<file path="src/hdl/pidiz_pkg.sv">
package pidiz_pkg;

    // Defaults for the top-level parameters
    localparam int SAMPLE_WIDTH_DEF   = 16;
    localparam int GAIN_FRAC_BITS_DEF = 8;

    // Fixed register widths
    localparam int GAIN_W     = 16;
    localparam int ZONE_W     = 16;
    localparam int LIMIT_W    = 15;
    localparam int CFG_IDX_W  = 3;
    localparam int CFG_DATA_W = 16;

    // Register indexes on the configuration port
    typedef enum logic [CFG_IDX_W-1:0] {
        REG_KP             = 3'd0,
        REG_KI_DT          = 3'd1,
        REG_KD_PER_DT      = 3'd2,
        REG_ACTIVE_ZONE    = 3'd3,
        REG_INTEGRAL_LIMIT = 3'd4,
        REG_DEAD_BAND      = 3'd5
    } t_cfg_reg;

    // Register bank as seen by the datapath
    typedef struct packed {
        logic [GAIN_W-1:0]  kp;
        logic [GAIN_W-1:0]  ki_dt;
        logic [GAIN_W-1:0]  kd_per_dt;
        logic [ZONE_W-1:0]  active_zone;
        logic [LIMIT_W-1:0] integral_limit;
        logic [LIMIT_W-1:0] dead_band;
    } t_cfg;

    function automatic int f_max(input int a, input int b);
        return (a > b) ? a : b;
    endfunction

    // error: one bit above the sample, difference of errors: two bits
    function automatic int f_err_w(input int sw);
        return sw + 1;
    endfunction

    function automatic int f_diff_w(input int sw);
        return sw + 2;
    endfunction

    // unsigned gain times signed error, exact
    function automatic int f_prod_w(input int sw);
        return GAIN_W + f_err_w(sw) + 1;
    endfunction

    function automatic int f_dprod_w(input int sw);
        return GAIN_W + f_diff_w(sw) + 1;
    endfunction

    // clamped integral, scaled by the gain fraction
    function automatic int f_integ_w(input int gf);
        return LIMIT_W + gf + 1;
    endfunction

    // P + I + D accumulator
    function automatic int f_sum_w(input int sw, input int gf);
        return f_max(f_max(f_prod_w(sw), f_dprod_w(sw)), f_integ_w(gf)) + 2;
    endfunction

endpackage

</file>
<file path="src/hdl/pidiz_cfg.sv">
module pidiz_cfg (
    input  logic                             i_clk,
    input  logic                             i_rst_n,
    input  logic                             i_cfg_valid,
    output logic                             o_cfg_ready,
    input  logic [pidiz_pkg::CFG_IDX_W-1:0]  i_cfg_index,
    input  logic [pidiz_pkg::CFG_DATA_W-1:0] i_cfg_data,
    output pidiz_pkg::t_cfg                  o_cfg
);
    import pidiz_pkg::*;

    t_cfg r_cfg;

    // writes are always accepted
    assign o_cfg_ready = 1'b1;
    assign o_cfg       = r_cfg;

    // register bank; unknown indexes are dropped
    always_ff @(posedge i_clk) begin
        if (!i_rst_n) begin
            r_cfg <= '0;
        end else if (i_cfg_valid) begin
            unique case (t_cfg_reg'(i_cfg_index))
                REG_KP:             r_cfg.kp             <= i_cfg_data[GAIN_W-1:0];
                REG_KI_DT:          r_cfg.ki_dt          <= i_cfg_data[GAIN_W-1:0];
                REG_KD_PER_DT:      r_cfg.kd_per_dt      <= i_cfg_data[GAIN_W-1:0];
                REG_ACTIVE_ZONE:    r_cfg.active_zone    <= i_cfg_data[ZONE_W-1:0];
                REG_INTEGRAL_LIMIT: r_cfg.integral_limit <= i_cfg_data[LIMIT_W-1:0];
                REG_DEAD_BAND:      r_cfg.dead_band      <= i_cfg_data[LIMIT_W-1:0];
                default: ;
            endcase
        end
    end

endmodule

</file>
<file path="config.mk">
export PLATFORM = sky130hd
export DESIGN_NAME = pidiz_cfg
export DESIGN_NICKNAME = d
export VERILOG_FILES = /design/src/hdl/pidiz_pkg.sv /design/src/hdl/pidiz_cfg.sv
export SDC_FILE = /design/constraint.sdc
export NUM_CORES = 1
export LEC_CHECK = 0
export BUFFER_PORTS_ARGS = -buffer_cell sky130_fd_sc_hd__buf_2
export CAP_MARGIN = 15
export CORE_AREA = 3 3 109 100
export CTS_BUF_LIST = sky130_fd_sc_hd__clkbuf_4 sky130_fd_sc_hd__clkbuf_8 sky130_fd_sc_hd__clkbuf_16
export CTS_CLUSTER_DIAMETER = 150
export DETAILED_ROUTE_END_ITERATION = 7
export DIE_AREA = 0 0 112 103
export SYNTH_ARGS = -nofsm -noshare
export SYNTH_HDL_FRONTEND = slang
export SYNTH_SLANG_ARGS = --single-unit
</file>
<file path="constraint.sdc">
create_clock -name i_clk -period 1.4 [get_ports i_clk]
set_clock_uncertainty 0.2 [all_clocks]
set_input_delay 0.14 -clock i_clk [delete_from_list [all_inputs] [get_ports i_clk]]
set_output_delay 0.14 -clock i_clk [all_outputs]
set_load 0.005 [all_outputs]
</file>
==> results.tsv <==
stage	metric	value	unit
yosys	ys_seq_elements	94	
cts	cts_tree	built	
critical_path	crit_fanout	11	
power_and_ir_drop	p_leak	2.50	nW
global_route	grt-ovfl-total	0	
yosys	synth_edf_count	0	
global_route	grt_pass1_vias	2683	
critical_path	worstPathArrival	1330	ps
global_route	grt_max_degree	31	
drt	num_vias	2699	
sta	layout_min_cycle_time	1250	ps
yosys	syn_inst	329	
placement	dp.cells	564	
cts	clock_path_buffers	2	
yosys	ys_seq_area_share	54.9	%
sta	slew_violations	0	
drt	ant_nets	0	
yosys	postSynthAreaPerCell	10.4	µm²
cts	htreeDepth	3	
yosys	synth_common_cells	110 x nand2_1, 94 x dfxtp_1, 94 x mux2i_1	
drt	drc	0	
yosys	yosysTopAreaCell	dfxtp_1	
critical_path	critPathLaunchType	primary input	
cts	postCtsSetupBuffers	0	
placement	gp_congestion	0.780	
cts	numCtsBuffers	9	
sta	finalCritPeriodShare	89.6	%
critical_path	required	1470	ps
yosys	netlist-cell-type-count	13	
sta	rsz0062_at_grt	no	
sta	hold_violations	0	
sta	finalSetupViolations	0	
finish	syn_to_final_growth	31.9	%
finish	diodes	0	
floorplan	core	9740	µm²
yosys	synth_most_common_cell	nand2_1	
sta	timing.hold.ws	14.5	ps
cts	cts.clk_slew.worst_paths	100	ps
cts	postCtsResizedCells	0	
finish	drive_above_1_share	32.6	%
finish	fin_cells	586	
drt	wl_per_cell	15.3	µm
placement	place_hpwl	6480	µm
critical_path	critPathKind	primary input to flop	
global_route	antenna_found_initial	0	
floorplan	die_area	11500	µm²
yosys	synth_ff_type	dfxtp_1	
placement	io_buffers	115	
floorplan	die_y	103	µm
finish	largest_reg_flops	94	
floorplan	placementRows	34	
sta	clock.fmax	797	MHz
drt	drt-total-wl	8950	µm
power_and_ir_drop	peakVddDrop	0.000672	V
floorplan	ioPinCount	117	
critical_path	end_kind	flop	
floorplan	start_util	35.2	%
run	max_cap_violations	0	
cts	clk_latency	340	ps
cts	cts.sinks	94	
floorplan	chipWidth	112	µm
yosys	netlist_area	3430	µm²
global_route	grt.total_usage	15.7	%
drt	first_iter_violations	102	
yosys	synthArstFlopShare	0	%
power_and_ir_drop	power_density	1070	nW/µm²
yosys	syn_nets	351	
yosys	ys_top_cells_by_area	dfxtp_1 55%, mux2i_1 27%, nand2_1 12%, clkbuf_1 1.3%, buf_2 1.2%	
drt	drt_pass1_iterations	5	
min_path	hp-class	primary input to flop	
global_route	grt_first_pass_wirelength	14200	µm
status	outcome	finished clean	
yosys	synth_top_cell_area_share	54.9	%
finish	final_nets	477	
drt	avgViaCountPerCell	4.61	
cts	cts_root_buffer	clkbuf_8	
yosys	yosys_warnings	0	
## repair_timing
action	CTS	global route
setup endpoints to repair	0	0
endpoints found under the hold margin	16	0
hold buffers	6	0
## power by group
| part | internal (mW) | total (mW) | switching [mW] | leakage, nW |
|---|---|---|---|---|
| clock | 0.687 | 1.71 | 1.02 | 0.0938 |
| combinational | 0.181 | 0.392 | 0.211 | 1.65 |
| sequential | 2.73 | 2.76 | 0.0307 | 0.761 |
## worst max-delay path: stages
cell and delay (ps):
buf_4 190, dlygate4sd3_1 740, nand2_1 100, mux2i_1 150
## layout make-up
class	count	area [µm²]
Multi-Input combinational cell	211	1420
Clock inverter	7	65.1
Timing Repair Buffer	139	873
Sequential cell	94	1880
Tap cell	126	158
Fill cell	959	5220
Clock buffer	9	124
## cells in the final DEF (no fill, tap or decap), drive strengths merged
master / synthesis / routed
nand4b: 2 / 2
clkinvlp: 0 / 1
inv: 0 / 3
mux2i: 94 / 94
nand2: 110 / 110
and4bb: 1 / 1
buf: 12 / 133
nand4bb: 2 / 2
conb: 1 / 1
or4b: 1 / 1
clkinv: 0 / 3
dlygate4sd3: 0 / 6
dfxtp: 94 / 94
clkbuf: 12 / 9
## final timing paths
path                               startpoint   endpoint  slack [ps]  cells past startpoint
worst min register to register      o_cfg[72]  o_cfg[72]         260                      2
worst min-delay path            i_cfg_data[8]  o_cfg[54]          10                      3
worst max register to register      o_cfg[66]  o_cfg[66]         560                      2
worst max-delay path                  i_rst_n  o_cfg[66]         150                      4
## cell families (layout without fill, tap and decap cells)
kind of cell  after synthesis  after routing  share of synthesized area (%)
simple gates              116            116                           13.9
flops                      94             94                           54.9
mux                        94             94                           27.4
other cells                 1              1                          0.109
buf+inv                    24            155                           3.69
## metrics by stage
stage	utilization, %	power [mW]	setup TNS [ps]	worst slack (ps)	area (µm²)
3_5_place_dp	43.9	3.21	-1350	-100	4270
3_3_place_gp	43.9	3.20	-1060	-73.6	4270
6_report	46.4	4.86	0	145	4520
2_1_floorplan	-	3.01	0	7.28	3430
4_1_cts	46.4	4.94	0	155	4520
5_1_grt	46.4	5.10	0	113	4520
## metal layers
metal	GRT usage, %	wire length [µm]
met1	20.3	4130
met2	26.3	4310
met3	3.46	428
met4	5.27	72
met5	0	0
(Power assumes the default switching activity.)
