File: src/hdl/pidiz_pkg.sv
package pidiz_pkg;

    // Defaults for the top-level parameters
    localparam int SAMPLE_WIDTH_DEF   = 16;
    localparam int GAIN_FRAC_BITS_DEF = 8;

    // Fixed register widths
    localparam int GAIN_W     = 16;
    localparam int ZONE_W     = 16;
    localparam int LIMIT_W    = 15;
    localparam int CFG_IDX_W  = 3;
    localparam int CFG_DATA_W = 16;

    // Register indexes on the configuration port
    typedef enum logic [CFG_IDX_W-1:0] {
        REG_KP             = 3'd0,
        REG_KI_DT          = 3'd1,
        REG_KD_PER_DT      = 3'd2,
        REG_ACTIVE_ZONE    = 3'd3,
        REG_INTEGRAL_LIMIT = 3'd4,
        REG_DEAD_BAND      = 3'd5
    } t_cfg_reg;

    // Register bank as seen by the datapath
    typedef struct packed {
        logic [GAIN_W-1:0]  kp;
        logic [GAIN_W-1:0]  ki_dt;
        logic [GAIN_W-1:0]  kd_per_dt;
        logic [ZONE_W-1:0]  active_zone;
        logic [LIMIT_W-1:0] integral_limit;
        logic [LIMIT_W-1:0] dead_band;
    } t_cfg;

    function automatic int f_max(input int a, input int b);
        return (a > b) ? a : b;
    endfunction

    // error: one bit above the sample, difference of errors: two bits
    function automatic int f_err_w(input int sw);
        return sw + 1;
    endfunction

    function automatic int f_diff_w(input int sw);
        return sw + 2;
    endfunction

    // unsigned gain times signed error, exact
    function automatic int f_prod_w(input int sw);
        return GAIN_W + f_err_w(sw) + 1;
    endfunction

    function automatic int f_dprod_w(input int sw);
        return GAIN_W + f_diff_w(sw) + 1;
    endfunction

    // clamped integral, scaled by the gain fraction
    function automatic int f_integ_w(input int gf);
        return LIMIT_W + gf + 1;
    endfunction

    // P + I + D accumulator
    function automatic int f_sum_w(input int sw, input int gf);
        return f_max(f_max(f_prod_w(sw), f_dprod_w(sw)), f_integ_w(gf)) + 2;
    endfunction

endpackage

File: src/hdl/pidiz_out.sv
module pidiz_out #(
    parameter int SAMPLE_WIDTH   = pidiz_pkg::SAMPLE_WIDTH_DEF,
    parameter int GAIN_FRAC_BITS = pidiz_pkg::GAIN_FRAC_BITS_DEF
) (
    input  logic                    i_clk,
    input  logic                    i_rst_n,
    input  pidiz_pkg::t_cfg         i_cfg,
    input  logic                    i_valid,
    output logic                    o_ready,
    input  logic signed [pidiz_pkg::f_sum_w(SAMPLE_WIDTH, GAIN_FRAC_BITS)-1:0] i_sum,
    output logic                    o_out_valid,
    input  logic                    i_out_stall,
    output logic signed [SAMPLE_WIDTH-1:0] o_drive,
    output logic                    o_saturated
);
    import pidiz_pkg::*;

    localparam int SUMW = f_sum_w(SAMPLE_WIDTH, GAIN_FRAC_BITS);
    localparam int RW   = SUMW + 1;
    localparam int CW   = f_max(SAMPLE_WIDTH, LIMIT_W);
    localparam logic [RW-1:0] HALF    = RW'((1 << GAIN_FRAC_BITS) >> 1);
    localparam logic [RW-1:0] NEG_MAX = RW'(1) << (SAMPLE_WIDTH - 1);
    localparam logic [RW-1:0] POS_MAX = NEG_MAX - RW'(1);

    logic                          r_v4, r_sat4;
    logic signed [SAMPLE_WIDTH-1:0] r_drive4;

    logic                    ready4, move, neg, sat;
    logic [SUMW-1:0]         mag;
    logic [RW-1:0]           rounded;
    logic [SAMPLE_WIDTH-1:0] dmag, drive_next;
    logic                    dead;

    assign ready4  = !r_v4 || !i_out_stall;
    assign o_ready = ready4;
    assign move    = i_valid && ready4;

    // round the magnitude half away from zero
    assign neg     = i_sum[SUMW-1];
    assign mag     = neg ? SUMW'(-i_sum) : SUMW'(i_sum);
    assign rounded = (RW'(mag) + HALF) >> GAIN_FRAC_BITS;

    // saturate to the sample range
    assign sat  = neg ? (rounded > NEG_MAX) : (rounded > POS_MAX);
    assign dmag = sat ? (neg ? NEG_MAX[SAMPLE_WIDTH-1:0] : POS_MAX[SAMPLE_WIDTH-1:0])
                      : rounded[SAMPLE_WIDTH-1:0];

    // deadband on the saturated magnitude
    assign dead       = CW'(dmag) < CW'(i_cfg.dead_band);
    assign drive_next = dead ? '0 : (neg ? -dmag : dmag);

    always_ff @(posedge i_clk) begin
        if (!i_rst_n) begin
            r_v4 <= 1'b0;
        end else if (ready4) begin
            r_v4 <= i_valid;
        end
    end

    always_ff @(posedge i_clk) begin
        if (move) begin
            r_drive4 <= drive_next;
            r_sat4   <= sat;
        end
    end

    assign o_out_valid = r_v4;
    assign o_drive     = r_drive4;
    assign o_saturated = r_sat4;

endmodule

File: config.mk
export PLATFORM = sky130hd
export DESIGN_NAME = pidiz_out
export DESIGN_NICKNAME = d
export VERILOG_FILES = /design/src/hdl/pidiz_pkg.sv /design/src/hdl/pidiz_out.sv
export SDC_FILE = /design/constraint.sdc
export NUM_CORES = 1
export LEC_CHECK = 0
export ABC_AREA = 1
export BUFFER_PORTS_ARGS = -buffer_cell sky130_fd_sc_hd__buf_2
export CORE_ASPECT_RATIO = 0.75
export CORE_UTILIZATION = 50
export DETAILED_ROUTE_END_ITERATION = 8
export PLACE_DENSITY = 0.86
export SYNTH_ARGS = -nofsm -noshare
export SYNTH_HDL_FRONTEND = slang
export SYNTH_SLANG_ARGS = --single-unit
export TNS_END_PERCENT = 50
File: constraint.sdc
create_clock -name i_clk -period 5.7 [get_ports i_clk]
set_clock_uncertainty 0.1 [all_clocks]
set_input_delay 0.855 -clock i_clk [delete_from_list [all_inputs] [get_ports i_clk]]
set_output_delay 0.855 -clock i_clk [all_outputs]
set_load 0.1 [all_outputs]
==> metrics.yaml <==
grt_pass1_wl_um: 17000
final_area_um2: 4610
yosys-top-cells-area: "nand2_1, edfxtp_1, nand3_1"
grt_max_degree: 27
wirelength_um: 10200
rsz0062_at_grt: "false"
core_area_um2: 7950
critPathLaunchType: "input pin"
die_x_um: 107
synthToLayoutAreaGrowth_pct: 11.7
holdBufCountCts: 0
dr.pass1.iters: 5
syn_inst: 728
async_reset_ff_share_pct: 0
antenna_found_initial: 0
layout_min_cycle_time_ps: 5070
synth_edf_count: 17
met3_usage_pct: 3.33
power_density_nw_per_um2: 135
num_vias: 4556
setup_tns_ps: 0
die_h_um: 80.7
synth-seq-cells: 18
place_hpwl_um: 8640
insertion_delay_ps: 250
ios: 154
critPathArrivalTime_ps: 4950
yosysTopAreaCell: "nand2_1"
grt_pass1_vias: 3869
post_cts_buffers: 0
grt.met2_usage_pct: 39.0
grtUsageMet1_pct: 34.9
dpl_cell_area_um2: 4560
initial_core_util_pct: 51.9
criticalPathCategory: "in -> reg"
io_buffers: 74
routedWlPerCell_um: 11.3
dpl_worst_slack_ps: 455
syn_area_per_cell_um2: 5.67
synth_nets: 879
synth-seq-area-share_pct: 12.9
diodes: 0
overflow: 0
gr-max-usage-layer: "met2"
postCtsResizedCells: 0
worst_pin_slew_ps: 513
fillers: 775
die_area_um2: 8630
final-setup-viol-count: 0
synthesis.area_um2: 4130
rows: 28
worstSetupEndpointType: "flop"
ys_types: 40
cp_max_fo: 26
hold_violations: 0
leakage_nw: 2.48
drive_gt1_share_pct: 22.9
status: "finished clean"
fin_nets: 948
clock_sinks: 18
numCtsBuffers: 3
htreeDepth: 1
post-route-period-util_pct: 88.9
root_buffer: "clkbuf_8"
cap_violations: 0
final.setup.worst_slack_ps: 634
clockBufferDepth: 2
fin_hold_ws_ps: 407
slew-limit-headroom_pct: 65.8
synth-main-ff-cell: "edfxtp_1"
track_usage_pct: 24.1
slew_viol_final: 0
cts_tree: "done"
min-delay-path-class: "reg -> reg"
clk_pin_slew_ps: 60
drt_iter0_drc: 463
synth_warnings: 0
viasPerCell: 5.06
drc: 0
ant_nets: 0
fmax_ghz: 0.197
synth_top_area_share_pct: 22.5
ir_worst_vdd_mv: 0.153
required_ps: 5580
place_congestion: 0.931
-- sequential cells by signal, indices dropped and copies added, names as in the netlist --
register / flops
o_drive: 16
o_out_valid: 1
o_saturated: 1
-- final timing paths --
| path | startpoint | end | slack (ps) | depth (start not counted) |
|---|---|---|---|---|
| min reg2reg | o_out_valid | o_out_valid | 410 | 2 |
| max | i_sum[36] | o_drive[15] | 630 | 25 |
| min | o_out_valid | o_out_valid | 410 | 2 |
| max reg2reg | o_out_valid | o_drive[10] | 4590 | 2 |
-- layout make-up --
type	instances	area, um2	share of cell area (%)
tap	105	131	2.85
inverter	104	390	8.47
sequential	18	531	11.5
clock buffer	4	55.1	1.19
timing repair buffer	79	408	8.85
multi-input combinational	591	3100	67.1
-- synthesized netlist by cell type, types with 4 or more instances --
| master | n |
|---|---|
| a21oi_1 | 15 |
| a21oi_2 | 11 |
| buf_2 | 5 |
| buf_6 | 4 |
| edfxtp_1 | 17 |
| ha_1 | 16 |
| inv_1 | 95 |
| inv_2 | 9 |
| nand2_1 | 247 |
| nand2_2 | 34 |
| nand2_4 | 6 |
| nand3_1 | 75 |
| nand3_2 | 9 |
| nand3b_1 | 7 |
| nand4_1 | 15 |
| nor2_1 | 88 |
| nor2_2 | 13 |
| nor2_4 | 9 |
| o21ai_0 | 6 |
| o21ai_1 | 5 |
| xnor2_1 | 6 |
| xor2_1 | 9 |
-- cells by family (layout without fill, tap and decap cells) --
group | count (synthesis) | in the layout | synth area share [%]
buffers and inverters | 119 | 187 | 12.2
xor gates and xnor gates | 15 | 15 | 3.18
DFF | 18 | 18 | 12.9
adders and majority gates | 16 | 16 | 4.85
AOI/OAI and AO/OA | 47 | 47 | 7.58
and+or+nand+nor | 513 | 513 | 59.4
-- per-stage QoR --
step | power, mW | util [%] | std cells
floorplan | 0.452 | - | 728
global placement | 0.516 | 57.3 | 897
detailed placement | 0.522 | 57.3 | 897
CTS | 0.622 | 58.0 | 901
global route | 0.665 | 58.0 | 901
finish | 0.621 | 58.0 | 901
-- cell usage in the layout, fill, tap and decap left out, drive strengths merged, types with 3 or more instances in the layout --
cell and n:
o21bai 3, nor3 4, nand3 84, ha 16
edfxtp 17, xnor2 6, nand4 15, nor2 113
buf 79, inv 104, nand2 287, a21oi 27
clkbuf 4, xor2 9, nand3b 7, o21ai 13
-- where the power goes --
group	internal (mW)	switching, mW	total [mW]	leakage (nW)
Sequential	0.160	0.00268	0.163	0.176
Clock	0.0613	0.0386	0.0999	0.0288
Combinational	0.0990	0.260	0.359	2.27
-- critical path: stages --
cell and delay (ps):
buf_2 410, buf_4 340, nand2_2 140, nand2_1 80
nand2_1 60, nand2_2 100, nand2_2 90, nor2_1 210
inv_1 80, nor2_2 190, xnor2_1 190, nor2_1 90
nand2_1 60, nor2_1 40, nand3_1 90, nand3_2 330
nand2_1 260, inv_1 110, ha_1 300, a21oi_1 150
nor2_1 50, a211oi_1 160, nand2_1 90, nand2_2 300
a21oi_1 130
-- routing by layer --
metal	vias to the layer above	wire length (um)
li1	2433	-
met1	1959	5010
met2	156	4290
met3	8	785
met4	0	63
met5	-	0
Power figures use the tool's default switching activity.
