`src/hdl/pidiz_pkg.sv`:
```
package pidiz_pkg;

    // Defaults for the top-level parameters
    localparam int SAMPLE_WIDTH_DEF   = 16;
    localparam int GAIN_FRAC_BITS_DEF = 8;

    // Fixed register widths
    localparam int GAIN_W     = 16;
    localparam int ZONE_W     = 16;
    localparam int LIMIT_W    = 15;
    localparam int CFG_IDX_W  = 3;
    localparam int CFG_DATA_W = 16;

    // Register indexes on the configuration port
    typedef enum logic [CFG_IDX_W-1:0] {
        REG_KP             = 3'd0,
        REG_KI_DT          = 3'd1,
        REG_KD_PER_DT      = 3'd2,
        REG_ACTIVE_ZONE    = 3'd3,
        REG_INTEGRAL_LIMIT = 3'd4,
        REG_DEAD_BAND      = 3'd5
    } t_cfg_reg;

    // Register bank as seen by the datapath
    typedef struct packed {
        logic [GAIN_W-1:0]  kp;
        logic [GAIN_W-1:0]  ki_dt;
        logic [GAIN_W-1:0]  kd_per_dt;
        logic [ZONE_W-1:0]  active_zone;
        logic [LIMIT_W-1:0] integral_limit;
        logic [LIMIT_W-1:0] dead_band;
    } t_cfg;

    function automatic int f_max(input int a, input int b);
        return (a > b) ? a : b;
    endfunction

    // error: one bit above the sample, difference of errors: two bits
    function automatic int f_err_w(input int sw);
        return sw + 1;
    endfunction

    function automatic int f_diff_w(input int sw);
        return sw + 2;
    endfunction

    // unsigned gain times signed error, exact
    function automatic int f_prod_w(input int sw);
        return GAIN_W + f_err_w(sw) + 1;
    endfunction

    function automatic int f_dprod_w(input int sw);
        return GAIN_W + f_diff_w(sw) + 1;
    endfunction

    // clamped integral, scaled by the gain fraction
    function automatic int f_integ_w(input int gf);
        return LIMIT_W + gf + 1;
    endfunction

    // P + I + D accumulator
    function automatic int f_sum_w(input int sw, input int gf);
        return f_max(f_max(f_prod_w(sw), f_dprod_w(sw)), f_integ_w(gf)) + 2;
    endfunction

endpackage

```
`src/hdl/pidiz_integ.sv`:
```
module pidiz_integ #(
    parameter int SAMPLE_WIDTH   = pidiz_pkg::SAMPLE_WIDTH_DEF,
    parameter int GAIN_FRAC_BITS = pidiz_pkg::GAIN_FRAC_BITS_DEF
) (
    input  logic                    i_clk,
    input  logic                    i_rst_n,
    input  pidiz_pkg::t_cfg         i_cfg,
    input  logic                    i_valid,
    output logic                    o_ready,
    input  logic                    i_enable,
    input  logic                    i_in_zone,
    input  logic signed [pidiz_pkg::f_prod_w(SAMPLE_WIDTH)-1:0]  i_p,
    input  logic signed [pidiz_pkg::f_prod_w(SAMPLE_WIDTH)-1:0]  i_kid,
    input  logic signed [pidiz_pkg::f_dprod_w(SAMPLE_WIDTH)-1:0] i_d,
    output logic                    o_valid,
    input  logic                    i_ready,
    output logic signed [pidiz_pkg::f_sum_w(SAMPLE_WIDTH, GAIN_FRAC_BITS)-1:0] o_sum
);
    import pidiz_pkg::*;

    localparam int PW   = f_prod_w(SAMPLE_WIDTH);
    localparam int IW   = f_integ_w(GAIN_FRAC_BITS);
    localparam int IAW  = f_max(IW, PW) + 1;
    localparam int SUMW = f_sum_w(SAMPLE_WIDTH, GAIN_FRAC_BITS);

    logic signed [IW-1:0]   r_integral;
    logic                   r_v3;
    logic signed [SUMW-1:0] r_sum3;

    logic                   ready3, move;
    logic signed [IAW-1:0]  acc, lim, neg_lim, clamped;
    logic signed [IW-1:0]   integ_next;
    logic signed [SUMW-1:0] pd, sum_next;

    assign ready3  = !r_v3 || i_ready;
    assign o_ready = ready3;
    assign move    = i_valid && ready3;

    // accumulate, then clamp to +/- limit scaled to the integral's format
    assign acc     = IAW'(r_integral) + IAW'(i_kid);
    assign lim     = IAW'(i_cfg.integral_limit) << GAIN_FRAC_BITS;
    assign neg_lim = -lim;

    always_comb begin
        priority if (acc >= lim) begin
            clamped = lim;
        end else if (acc <= neg_lim) begin
            clamped = neg_lim;
        end else begin
            clamped = acc;
        end
    end

    // leaving the zone clears the integral
    assign integ_next = i_in_zone ? clamped[IW-1:0] : '0;

    // P + I + D; a disabled word carries a zero sum
    assign pd       = SUMW'(i_p) + SUMW'(i_d);
    assign sum_next = i_enable ? (pd + SUMW'(integ_next)) : '0;

    always_ff @(posedge i_clk) begin
        if (!i_rst_n) begin
            r_v3       <= 1'b0;
            r_integral <= '0;
        end else begin
            if (ready3) begin
                r_v3 <= i_valid;
            end
            if (move && i_enable) begin
                r_integral <= integ_next;
            end
        end
    end

    always_ff @(posedge i_clk) begin
        if (move) begin
            r_sum3 <= sum_next;
        end
    end

    assign o_valid = r_v3;
    assign o_sum   = r_sum3;

endmodule

```
`config.mk`:
```
export PLATFORM = sky130hd
export DESIGN_NAME = pidiz_integ
export DESIGN_NICKNAME = d
export VERILOG_FILES = /design/src/hdl/pidiz_pkg.sv /design/src/hdl/pidiz_integ.sv
export SDC_FILE = /design/constraint.sdc
export NUM_CORES = 1
export LEC_CHECK = 0
export BUFFER_PORTS_ARGS = -buffer_cell sky130_fd_sc_hd__buf_2
export CAP_MARGIN = 0
export CORE_MARGIN = 2
export CORE_UTILIZATION = 25
export DETAILED_ROUTE_END_ITERATION = 8
export PLACE_DENSITY = 0.47
export SYNTH_ARGS = -nofsm -noshare
export SYNTH_HDL_FRONTEND = slang
export SYNTH_SLANG_ARGS = --single-unit
```
`constraint.sdc`:
```
create_clock -name i_clk -period 10.9 [get_ports i_clk]
set_input_delay 1.635 -clock i_clk [delete_from_list [all_inputs] [get_ports i_clk]]
set_output_delay 1.635 -clock i_clk [all_outputs]
set_load 0.01 [all_outputs]
```
==> results.md, run 1 <==
- Status: finished clean
- Initial Util: 25.4%
- Via density: roughly 4.8
- Mapped Area: 8800 sq um
- Synth area leader: ha_1
- Global route total overflow: 0
- Worst setup path class: in2reg
- Synth Area in Simple Gates: a little over 20%
- Multiplexer share of the synthesized area: between 2 and 2.5%
- DP HPWL: 24300 microns
- Rows: 68
- Startpoint types: input pin
- Leakage Power: roughly 0.0054 uW
- HP Class: reg2reg
- Clk_skew: 0.00637 ns
- Global Route Usage Sum: 15.6%
- DR iter-0 viols: 436
- Reg area: ~1600 sq um
- Drt pass-1 iters: 5
- Required time of the critical path: about 11 ns
- Worst-path clk slew: about 0.060 ns
- Setup crit end kind: flop
- Core Region: around 35000 sq um
- DRC Markers: 0
- Max Cap Viol: 0
- Synth Area in Compound Gates: 22.2%
- Vias after detailed routing: ~8300
- Area grow syn2layout: 22.7%
- H-tree depth: 3
- Multi-input gate area: ~6600 sq um
- Yosys Warn Count: 0
- CTS sink cnt: 62
- Netlist cell types: 72
- Root Buffer: clkbuf_16
- Post-route clock period utilization: a little over nine tenths
- Cells after Synth: 1066
- Async S/R FF share, synth: 0%
- Worst Tran Pin Value: 0.933 ns
- Die ar.: 36700 sq um
- PostCTS Resize Cnt: 0
- Max Root-Sink Buffers: 2
- Synthesized area per cell: 8.25 sq um
- CP Data Arrival Time: roughly 10 ns
- Pin count of the biggest net entering global routing: 44
- CTS tree: done
- Later-pin clock latency in the skew report: approximately 0.33 ns
- Cell mode on critical path: a21oi_1
- Unrepaired setup endpoints after global routing: false
- Share of post-route cells with drive strength above 1: between 20% and 30%
- Slowest CP cell: or4_1
- WL/cell: about 17 microns
- Adder-Cell Fraction of Synth Area: between 20% and 30%
- Cell area power density: around 110 nW/um^2
- Max transition margin: between 30% and 40%
- Most used DFF post-synth: edfxtp_1
- Top-area cell type share of the netlist area: between 10% and 20%
- Net Count, Synth: roughly 1400
- Top post-synthesis cells by area: ha_1, edfxtp_1, fa_1
- Peak VDD IR: between 0.06 and 0.07 mV
- Worst-path maximum fanout: 5
- Max-slew violations: 0
- Post-DRT Antenna Nets: 0
- #FFs+latches synth: 62
- Critical Path Max Stage Delay: around 0.54 ns
- Nets: 1621
- Final setup fails: 0
- I/O Buffers: around 160
- Number of global-route vias before repair: approximately 8200
- Total CTS buffers: 9
- Final setup TNS: 0 ns
- Fillers: around 3800
- Final critical-path required period: between 10 and 15 ns
- Cts-stage hold buffer count: 0
- Initial antenna violation count: 3
- RePlAce Congestion: roughly 0.87
- # IOs: around 240
- Peak Freq: 97.4 MHz
- Routed WL: between 20000 and 30000 microns
- Die Height: ~190 microns
- Largest family of logic cells by synthesized area: adder cells
- Post-CTS Setup Bufs: 0
- Overall power: about 1200 uW
- Fin. Hold Viols: 0
- First-pass GRT wire length: between 40000 and 50000 microns
- Seq/Total Area, Yosys: a little under a fifth
- Synth Area in XOR/XNOR: under 10%
- Post-synth EDFFs: 37
- Die Span X: ~190 microns
cell type report:
cell class / count / area share [%]
multi-input cells: 856 / 61.4
clock buffers: 11 / 2.16
clock inverters: 5 / 0.243
flip-flops and latches: 62 / 14.9
diodes: 1 / 0.0232
repair buffers: 229 / 12.2
inverters: 111 / 3.86
well taps: 455 / 5.27
cell families after synthesis:
group	Yosys count
compound gates	288
xor+xnor	58
fa+ha+maj	149
buf+inv	148
flops	62
mux	20
simple gates	341
metal layers:
layer | global-route usage (%) | wire, microns | up-vias
met5 | 0 | 27 | -
met4 | 1.98 | 197 | 4
met3 | 2.56 | 1310 | 18
met2 | 26.3 | 13100 | 183
met1 | 21.5 | 13900 | 3870
li1 | - | - | 4259
per-stage QoR:
step           hold slack, ns  area (sq um)  setup WS [ns]  std cells  util [%]
6_report                0.478         10800          0.634       1730      31.2
5_1_grt                 0.514         10800         0.0919       1729      31.2
4_1_cts                 0.484         10800          0.438       1729      31.1
3_5_place_dp            0.470         10500          0.135       1713      30.4
3_3_place_gp            0.466         10500          0.206       1713      30.4
2_1_floorplan           0.429          8800           1.16       1066         -
synth_stat cells (all sizes together) (4+ instances only):
| master | count |
|---|---|
| mux2 | 5 |
| nor3b | 7 |
| fa | 37 |
| o21bai | 8 |
| or3 | 9 |
| or4 | 5 |
| a2111oi | 6 |
| clkbuf | 27 |
| dfxtp | 25 |
| a211oi | 13 |
| o21ai | 52 |
| a211o | 5 |
| a32o | 8 |
| nor3 | 24 |
| a22o | 10 |
| nor2 | 63 |
| inv | 111 |
| nand4 | 20 |
| o31ai | 13 |
| xnor2 | 42 |
| nand2b | 15 |
| edfxtp | 37 |
| or2 | 4 |
| a21oi | 68 |
| nor2b | 14 |
| and2 | 30 |
| mux2i | 15 |
| a21o | 37 |
| a21boi | 5 |
| and3 | 13 |
| xor2 | 16 |
| nand3 | 30 |
| o2111ai | 4 |
| o211ai | 9 |
| ha | 112 |
| nand2 | 91 |
| o21a | 18 |
| nor4 | 5 |
| a31oi | 11 |
| buf | 10 |
registers in the layout, indices dropped and copies added (netlist names):
register / cells
o_valid: 1
r_integral: 24
o_sum: 37
placed cells by master, fill, tap and decap left out, drive strengths merged, types with 11 or more instances in the layout:
| cell type | Yosys | layout |
|---|---|---|
| and3 | 13 | 13 |
| fa | 37 | 37 |
| nand2b | 15 | 15 |
| mux2i | 15 | 15 |
| xor2 | 16 | 16 |
| a21o | 37 | 37 |
| buf | 10 | 229 |
| xnor2 | 42 | 42 |
| dfxtp | 25 | 25 |
| inv | 111 | 111 |
| nor3 | 24 | 24 |
| edfxtp | 37 | 37 |
| nor2 | 63 | 63 |
| a21oi | 68 | 68 |
| nor2b | 14 | 14 |
| clkbuf | 27 | 11 |
| o31ai | 13 | 13 |
| a211oi | 13 | 13 |
| o21ai | 52 | 52 |
| and2 | 30 | 30 |
| o21a | 18 | 18 |
| ha | 112 | 112 |
| nand2 | 91 | 91 |
| nand3 | 30 | 30 |
| nand4 | 20 | 20 |
| a31oi | 11 | 11 |
path summary, 6_finish.rpt:
path,startpoint,to,slack [ns],depth (start not counted)
setup / recovery,i_kid[0],o_sum[34]$_SDFFCE_PN0P_,0.63,40
hold / removal,r_integral[12]$_SDFFE_PN0P_,r_integral[12]$_SDFFE_PN0P_,0.48,2
setup reg to reg,r_integral[0]$_SDFFE_PN0P_,o_sum[34]$_SDFFCE_PN0P_,1.73,39
hold reg to reg,r_integral[12]$_SDFFE_PN0P_,r_integral[12]$_SDFFE_PN0P_,0.48,2
report_power, final:
group	leakage (uW)	switching, uW	internal, uW
combinational	0.00465	335	282
clock	0.000127	107	152
sequential	0.000573	8.96	286
critical path, delay by kind of cell:
kind / cells / cell delay, ns
compound gates: 20 / 4.06
xor+xnor: 1 / 0.22
fa+ha+maj: 5 / 1.76
buf+inv: 6 / 0.80
simple gates: 8 / 1.85
Power figures use the tool's default switching activity.
==> run 2, diff against run 1 <==
Settings changed: CTS_CLUSTER_DIAMETER set to 60, GPL_TIMING_DRIVEN set to 0, PLACE_DENSITY 0.47 to 0.42.
==> run 2 against run 1 <==
  * First-iteration DRC count shrank 19%
  * Register-to-register slack lost 0.06 ns
  * Sequential power is essentially flat
  * Final cell count shrank 1.5%
  * Global-route usage grew 0.72 points
  * Maximum frequency shrank 0.41%
  * Via count shrank 0.36%
  * Setup slack lost 0.043 ns
  * Critical path type unchanged
  * Critical endpoint is now o_sum[29]$_SDFFCE_PN0P_
  * Largest power group unchanged
==> results.md, run 2 (synthesis results as in run 1) <==
- Routed WL: 30000 microns (+5.1%)
- Number of flip-flops in the largest register: 37 (unchanged)
- Nets: 1593 (-1.7%)
- Setup crit end kind: flop
- Cells on Worst Hold Path: 2 (unchanged)
- Max transition margin: 42.3% (+4.5 points)
- Startpoint types: input pin
- Fin cells: 1704 (-1.5%)
- Max Root-Sink Buffers: 2 (unchanged)
- DP HPWL: 25300 microns (+4.2%)
- GRT busiest layer: met2
- Area grow syn2layout: 21.0%
- R2r setup slk: 1.67 ns (-0.06 ns)
- Die ar.: 36700 sq um (unchanged)
- Peak Freq: 97.0 MHz (-0.41%)
- Fin. Hold Viols: 0 (unchanged)
- Worst-path maximum fanout: 10 (+5)
- H-tree depth: 3 (unchanged)
- CP delay by family, top: compound AO/OA/AOI/OAI gates
- Critical Path Max Stage Delay: 0.57 ns (+0.03 ns)
- DRC Markers: 0 (unchanged)
- Gate power share: 51.4% (-1.3 points)
- Worst Tran Pin Value: 0.857 ns (-0.0756 ns)
- Clock share of power: 23.0% (+0.9 points)
- Cell mode on critical path: a21o_1
- Post-route clock period utilization: 94.6% (+0.39 points)
- Required time of the critical path: 10.98 ns (about the same)
- First-pass GRT wire length: 45900 microns (+3.5%)
- Met3 usage: 2.67% (+0.11 points)
- Worst flop-to-flop path startpoint: r_integral[12]$_SDFFE_PN0P_
- Placed cell areas: 10200 sq um (-3.1%)
- Max Cap Viol: 0 (unchanged)
- Worst-path clk slew: 0.06 ns (about the same)
- Global Route Usage Sum: 16.4% (+0.72 points)
- Cell area power density: 108 nW/um^2 (about the same)
- Pint: 696 uW (-3.3%)
- Vias after detailed routing: 8304 (-0.36%)
- Final critical-path required period: 10.31 ns (+0.0427 ns)
- I/O Buffers: 159 (-1.9%)
- Root Buffer: clkbuf_16
- Slowest CP cell: or4_1
- Leakage Power: 0.00515 uW (-3.9%)
- CTS tree: done
- Clk_skew: 0.0109 ns (+0.00450 ns)
- Unrepaired setup endpoints after global routing: false
- Post-layout instance area: 10700 sq um (-1.4%)
- Peak VDD IR: 0.0732 mV (+9.0%)
- Initial antenna violation count: 4 (+1)
- Initial Util: 25.4% (unchanged)
- Rows: 68 (unchanged)
- Status: finished clean
- Pin count of the biggest net entering global routing: 37 (-16%)
- Met1 usage: 22.5% (+0.91 points)
- CTS sink cnt: 62 (unchanged)
- Post-DRT Antenna Nets: 0 (unchanged)
- Max-slew violations: 0 (unchanged)
- Final setup fails: 0 (unchanged)
- Grt met2 use: 27.1% (+0.81 points)
- Total CTS buffers: 9 (unchanged)
- Post-Place Worst Slack: -1.13 ns (-1.26 ns)
- Drt pass-1 iters: 5 (unchanged)
- Reg2reg end: o_sum[29]$_SDFFCE_PN0P_
- DR iter-0 viols: 355 (-19%)
- Hold path startpoint: r_integral[17]$_SDFFE_PN0P_
- Sw Share: 39.7% (+1.2 points)
- Most common cell after layout, fill and taps aside: buf_2
- Hold Path End: r_integral[17]$_SDFFE_PN0P_
- Global route total overflow: 0 (unchanged)
- RePlAce Congestion: 0.876 (+0.40%)
- Sequential share of power: 25.5% (+0.3 points)
- Share of post-route cells with drive strength above 1: 18.7% (-2.3 points)
- # IOs: 242 (unchanged)
- Most frequent cells in the layout: buf_2, ha_1, inv_1, nand2_1, a21oi_1
- CP Data Arrival Time: 10.39 ns (+0.04 ns)
- Core Region: 34600 sq um (unchanged)
- Worst reg-to-reg path cell count: 35 (-10%)
- Net Switching: 459 uW (+1.6%)
- Die Height: 192 microns (unchanged)
- DP Cell Count: 1681 (-1.9%)
- Worst setup path class: in2reg
- Setup slack after layout: 0.591 ns (-0.0427 ns)
- Via density: 4.87 (+1.2%)
- HP Class: reg2reg
- Worst path buffer plus inverter count: 5 (-1)
- Die Span X: 192 microns (unchanged)
- Later-pin clock latency in the skew report: 0.34 ns (about the same)
- WL/cell: 17.6 microns (+6.7%)
- Number of global-route vias before repair: 8021 (-2.3%)
## run 2: cell types whose count changed in the layout (fill, tap and decap cells not counted), moves of 3 or more
cell,delta
a21oi_2,+4
buf_4,-60
o31ai_2,+3
o31ai_1,-3
a21oi_1,-4
clkbuf_1,+26
o21ai_0,-3
## run 2: area by class of cell
cell class | instances | area [sq um]
well taps | 455 | 569
fillers | 3778 | 24000
clock buffers | 11 | 243
multi-input cells | 856 | 6760
inverters | 111 | 417
diodes | 3 | 7.51
flip-flops and latches | 62 | 1610
repair buffers | 164 | 846
clock inverters | 5 | 26.3
plain buffers | 37 | 171
## run 2: worst reg2reg max path, delay by kind of cell (launching register included)
family	cells	cell delay, ns
compound gates	16	3.84
simple gates	8	2.01
fa+ha+maj	4	1.36
buf+inv	5	0.99
flops	1	0.35
xor+xnor	1	0.35
mux	1	0.11
## run 2: worst max path at each step
stage,from,cells past startpoint,end
2_1_floorplan,i_kid[0],36,o_sum[34]$_SDFFCE_PN0P_
3_3_place_gp,i_kid[0],34,o_sum[34]$_SDFFCE_PN0P_
3_5_place_dp,i_kid[0],34,o_sum[34]$_SDFFCE_PN0P_
4_1_cts,i_kid[0],38,o_sum[29]$_SDFFCE_PN0P_
5_1_grt,i_kid[0],38,o_sum[34]$_SDFFCE_PN0P_
6_report,i_kid[0],37,o_sum[29]$_SDFFCE_PN0P_
## run 2: power groups by stage
stage	combinational [uW]	clock, uW	sequential (uW)
after floorplan	393	0	311
after global placement	574	0	301
after detailed placement	574	0	301
after CTS	586	274	296
after global routing	670	284	297
final	594	266	295
## run 2: timing repair
| item | in CTS | in global routing |
|---|---|---|
| setup endpoints to repair | 12 | 20 |
| cloned | 0 | 0 |
| resized for setup | 14 | 23 |
| setup buffers | 1 | 3 |
| pin swaps | 2 | 1 |
| hold buffers | 0 | 0 |
## run 2: per-layer routing
metal | up-vias | wire (microns)
li1 | 4209 | -
met4 | 0 | 386
met3 | 19 | 1440
met2 | 188 | 13800
met1 | 3888 | 14400
met5 | - | 0
## run 2: per-stage QoR
| step | total power, uW | utilization [%] | setup TNS [ns] | hold WS (ns) |
|---|---|---|---|---|
| final | 1160 | 30.8 | 0 | 0.481 |
| after global routing | 1250 | 30.7 | 0 | 0.508 |
| after CTS | 1160 | 30.4 | 0 | 0.491 |
| after detailed placement | 875 | 29.4 | -8.64 | 0.477 |
| after global placement | 875 | 29.4 | -8.86 | 0.465 |
| after floorplan | 703 | - | 0 | 0.429 |
==> run 3, diff against run 2 <==
Settings changed: ABC_AREA set to 1, CTS_BUF_LIST set to sky130_fd_sc_hd__clkbuf_4.
==> run 3 against run 2 <==
  * Critical path depth grew 2
  * Flip-flop and latch count did not move
  * Utilization shrank 1.3 points
  * Clock power down 27%
  * Largest cell class unchanged
  * Area after synthesis is 6.9% higher
  * Critical path type unchanged
==> results.md, run 3 <==
- Net Count, Synth: 1779 (+25%)
- Fin. Hold Viols: 0 (unchanged)
- First-pass GRT wire length: 52100 microns (+13%)
- Die Span X: 198 microns (+3.3%)
- WL/cell: 16.0 microns (-9.4%)
- Post-route clock period utilization: 79.7% (-15 points)
- Synthesized area per cell: 6.59 sq um (-20%)
- Top-count cell post-synth: nand2_1
- Critical Path Max Stage Delay: 0.51 ns (-0.06 ns)
- CP delay by family, top: simple AND/OR/NAND/NOR gates
- Share of post-route cells with drive strength above 1: 14.7% (-4.0 points)
- Final setup TNS: 0 ns (unchanged)
- Global route total overflow: 0 (unchanged)
- Die Height: 198 microns (+3.3%)
- Post-CTS Setup Bufs: 0 (-1)
- #FFs+latches synth: 62 (unchanged)
- Vias after detailed routing: 9685 (+17%)
- Reg2reg end: o_sum[33]$_SDFFCE_PN0P_
- Async S/R FF share, synth: 0% (unchanged)
- Netlist cell types: 48 (-33%)
- Post-DRT Antenna Nets: 0 (unchanged)
- CTS tree: done
- Top post-synthesis cells by area: ha_1, nand2_1, edfxtp_1
- Total CTS buffers: 9 (unchanged)
- Status: finished clean
- Top cells by count, synth: nand2_1, inv_1, a21oi_1, nor2_1, ha_1
- Most common cell after layout, fill and taps aside: nand2_1
- Cells after Synth: 1427 (+34%)
- Top-area cell type share of the netlist area: 14.9% (-1.0 points)
- Cell area power density: 118 nW/um^2 (+8.7%)
- Die ar.: 39200 sq um (+6.8%)
- Synth area leader: ha_1
- H-tree depth: 3 (unchanged)
- Yosys Warn Count: 0 (unchanged)
- Drt pass-1 iters: 6 (+1)
- Most frequent cells in the layout: nand2_1, inv_1, buf_2, a21oi_1, nor2_1
- Later-pin clock latency in the skew report: 0.45 ns (+0.11 ns)
- Peak Freq: 115 MHz (+19%)
- Max transition margin: 49.0% (+6.7 points)
- CP Data Arrival Time: 8.90 ns (-1.49 ns)
- # IOs: 242 (unchanged)
- PostCTS Resize Cnt: 0 (-14)
- Post-layout instance area: 11000 sq um (+3.5%)
- Worst reg-to-reg path cell count: 38 (+8.6%)
- Overall power: 1300 uW (+13%)
- Initial antenna violation count: 4 (unchanged)
- Hold Path End: o_valid$_SDFFE_PN0N_
- R2r setup slk: 2.72 ns (+1.05 ns)
- Max Root-Sink Buffers: 2 (unchanged)
- Root Buffer: clkbuf_4
- Pin count of the biggest net entering global routing: 38 (+2.7%)
- Number of flip-flops in the largest register: 37 (unchanged)
- Post-synth EDFFs: 37 (unchanged)
- I/O Buffers: 160 (+0.63%)
- CTS sink cnt: 62 (unchanged)
- Seq/Total Area, Yosys: 17.1% (-1.2 points)
- Worst flop-to-flop path startpoint: r_integral[23]$_SDFFE_PN0P_
- Slowest CP cell: clkbuf_1
- Levels on crit path: 39 (+5.4%)
- Cell mode on critical path: nand2_1
- HP Class: reg2reg
- Worst setup path class: in2reg
- Global Route Usage Sum: 17.4% (+1.0 points)
- DRC Markers: 0 (unchanged)
- Startpoint types: input pin
- Peak VDD IR: 0.0498 mV (-32%)
- Core Region: 37400 sq um (+8.0%)
- Final critical-path required period: 8.69 ns (-1.62 ns)
- Leakage Power: 0.00592 uW (+15%)
- Setup crit end kind: flop
- Hold path startpoint: o_valid$_SDFFE_PN0N_
- Worst-path clk slew: 0.12 ns (+0.06 ns)
- DR iter-0 viols: 471 (+33%)
- Cells on Worst Hold Path: 2 (unchanged)
- Worst path buffer plus inverter count: 7 (+2)
- Max Cap Viol: 0 (unchanged)
- Nets: 1951 (+22%)
- Required time of the critical path: 11.12 ns (+0.14 ns)
- Worst-path maximum fanout: 10 (unchanged)
- Clk_skew: 0.0162 ns (+0.00529 ns)
- Routed WL: 33800 microns (+13%)
- Number of global-route vias before repair: 9241 (+15%)
- Initial Util: 25.2% (-0.26 points)
- Final setup fails: 0 (unchanged)
- Mapped Area: 9410 sq um (+6.9%)
- Hold slack: 0.546 ns (+0.0646 ns)
- Cts-stage hold buffer count: 0 (unchanged)
- Most used DFF post-synth: edfxtp_1
- Via density: 4.57 (-6.2%)
- Unrepaired setup endpoints after global routing: false
- Max-slew violations: 0 (unchanged)
- Area grow syn2layout: 17.2%
- Worst Tran Pin Value: 0.765 ns (-0.0929 ns)
- DP HPWL: 29400 microns (+16%)
- RePlAce Congestion: 0.871 (-0.62%)
- Placed cell areas: 10900 sq um (+6.7%)
- Rows: 71 (+4.4%)
## run 3: cell types whose count changed in the layout (fill, tap and decap cells not counted), sizes merged, moves of 28 or more
cell | before | now
a21oi | 68 | 150
xnor2 | 42 | 5
o21ai | 52 | 91
inv | 111 | 262
nand2 | 91 | 337
and2 | 30 | 2
nand3 | 30 | 118
nor2 | 63 | 120
a21o | 37 | 7
## run 3: how the worst max path moves through the flow
| stage | start | to | slack [ns] |
|---|---|---|---|
| 2_1_floorplan | i_kid[22] | o_sum[33]$_SDFFCE_PN0P_ | 3.35 |
| 3_3_place_gp | i_kid[23] | o_sum[33]$_SDFFCE_PN0P_ | 1.67 |
| 3_5_place_dp | i_kid[23] | o_sum[33]$_SDFFCE_PN0P_ | 1.70 |
| 4_1_cts | i_kid[23] | o_sum[33]$_SDFFCE_PN0P_ | 2.18 |
| 5_1_grt | i_kid[23] | o_sum[33]$_SDFFCE_PN0P_ | 1.40 |
| 6_report | i_kid[23] | o_sum[33]$_SDFFCE_PN0P_ | 2.21 |
## run 3: logic make-up (layout without fill, tap and decap cells)
kind of cell | after synthesis | count (layout) | synth area share [%]
flops | 62 | 62 | 17.1
compound gates | 280 | 280 | 16.2
fa+ha+maj | 149 | 149 | 22.8
xor+xnor | 28 | 28 | 2.69
buf+inv | 281 | 458 | 11.5
simple gates | 627 | 627 | 29.7
other cells | 0 | 3 | 0
## run 3: area by class of cell
type / instances / area, sq um
Fill cell: 4316 / 26400
Timing Repair Buffer: 161 / 821
Clock inverter: 6 / 77.6
Buffer: 20 / 103
Inverter: 261 / 980
Sequential cell: 62 / 1610
Antenna cell: 3 / 7.51
Clock buffer: 10 / 75.1
Tap cell: 511 / 639
Multi-Input combinational cell: 1084 / 6710
## run 3: where the power goes
group / switching [uW] / leakage, uW / internal [uW]
sequential: 13.1 / 0.000576 / 291
combinational: 526 / 0.00526 / 276
clock: 100 / 0.0000879 / 93.6
## run 3: stage by stage
stage	instances	setup WS (ns)	util, %
floorplan	1427	3.35	-
global placement	2098	1.67	29.0
detailed placement	2099	1.70	29.1
CTS	2115	2.18	29.5
global route	2117	1.40	29.5
finish	2118	2.21	29.5
## run 3: metal layers
metal  share of wire (%)  vias to the layer above  wire (microns)  global-route usage, %
li1                    -                     5039               -                      -
met1                  48                     4351           16300                   24.2
met2                  44                      250           14900                   28.1
met3                 5.0                       41            1690                   1.96
met4                 2.6                        4             884                   5.40
met5               0.071                        -              24                      0
## run 3: tightest hold or removal path, cell delays in order (launching register included)
cell and delay (ns):
dfxtp_1 0.33, nand2_1 0.09, a21boi_0 0.09
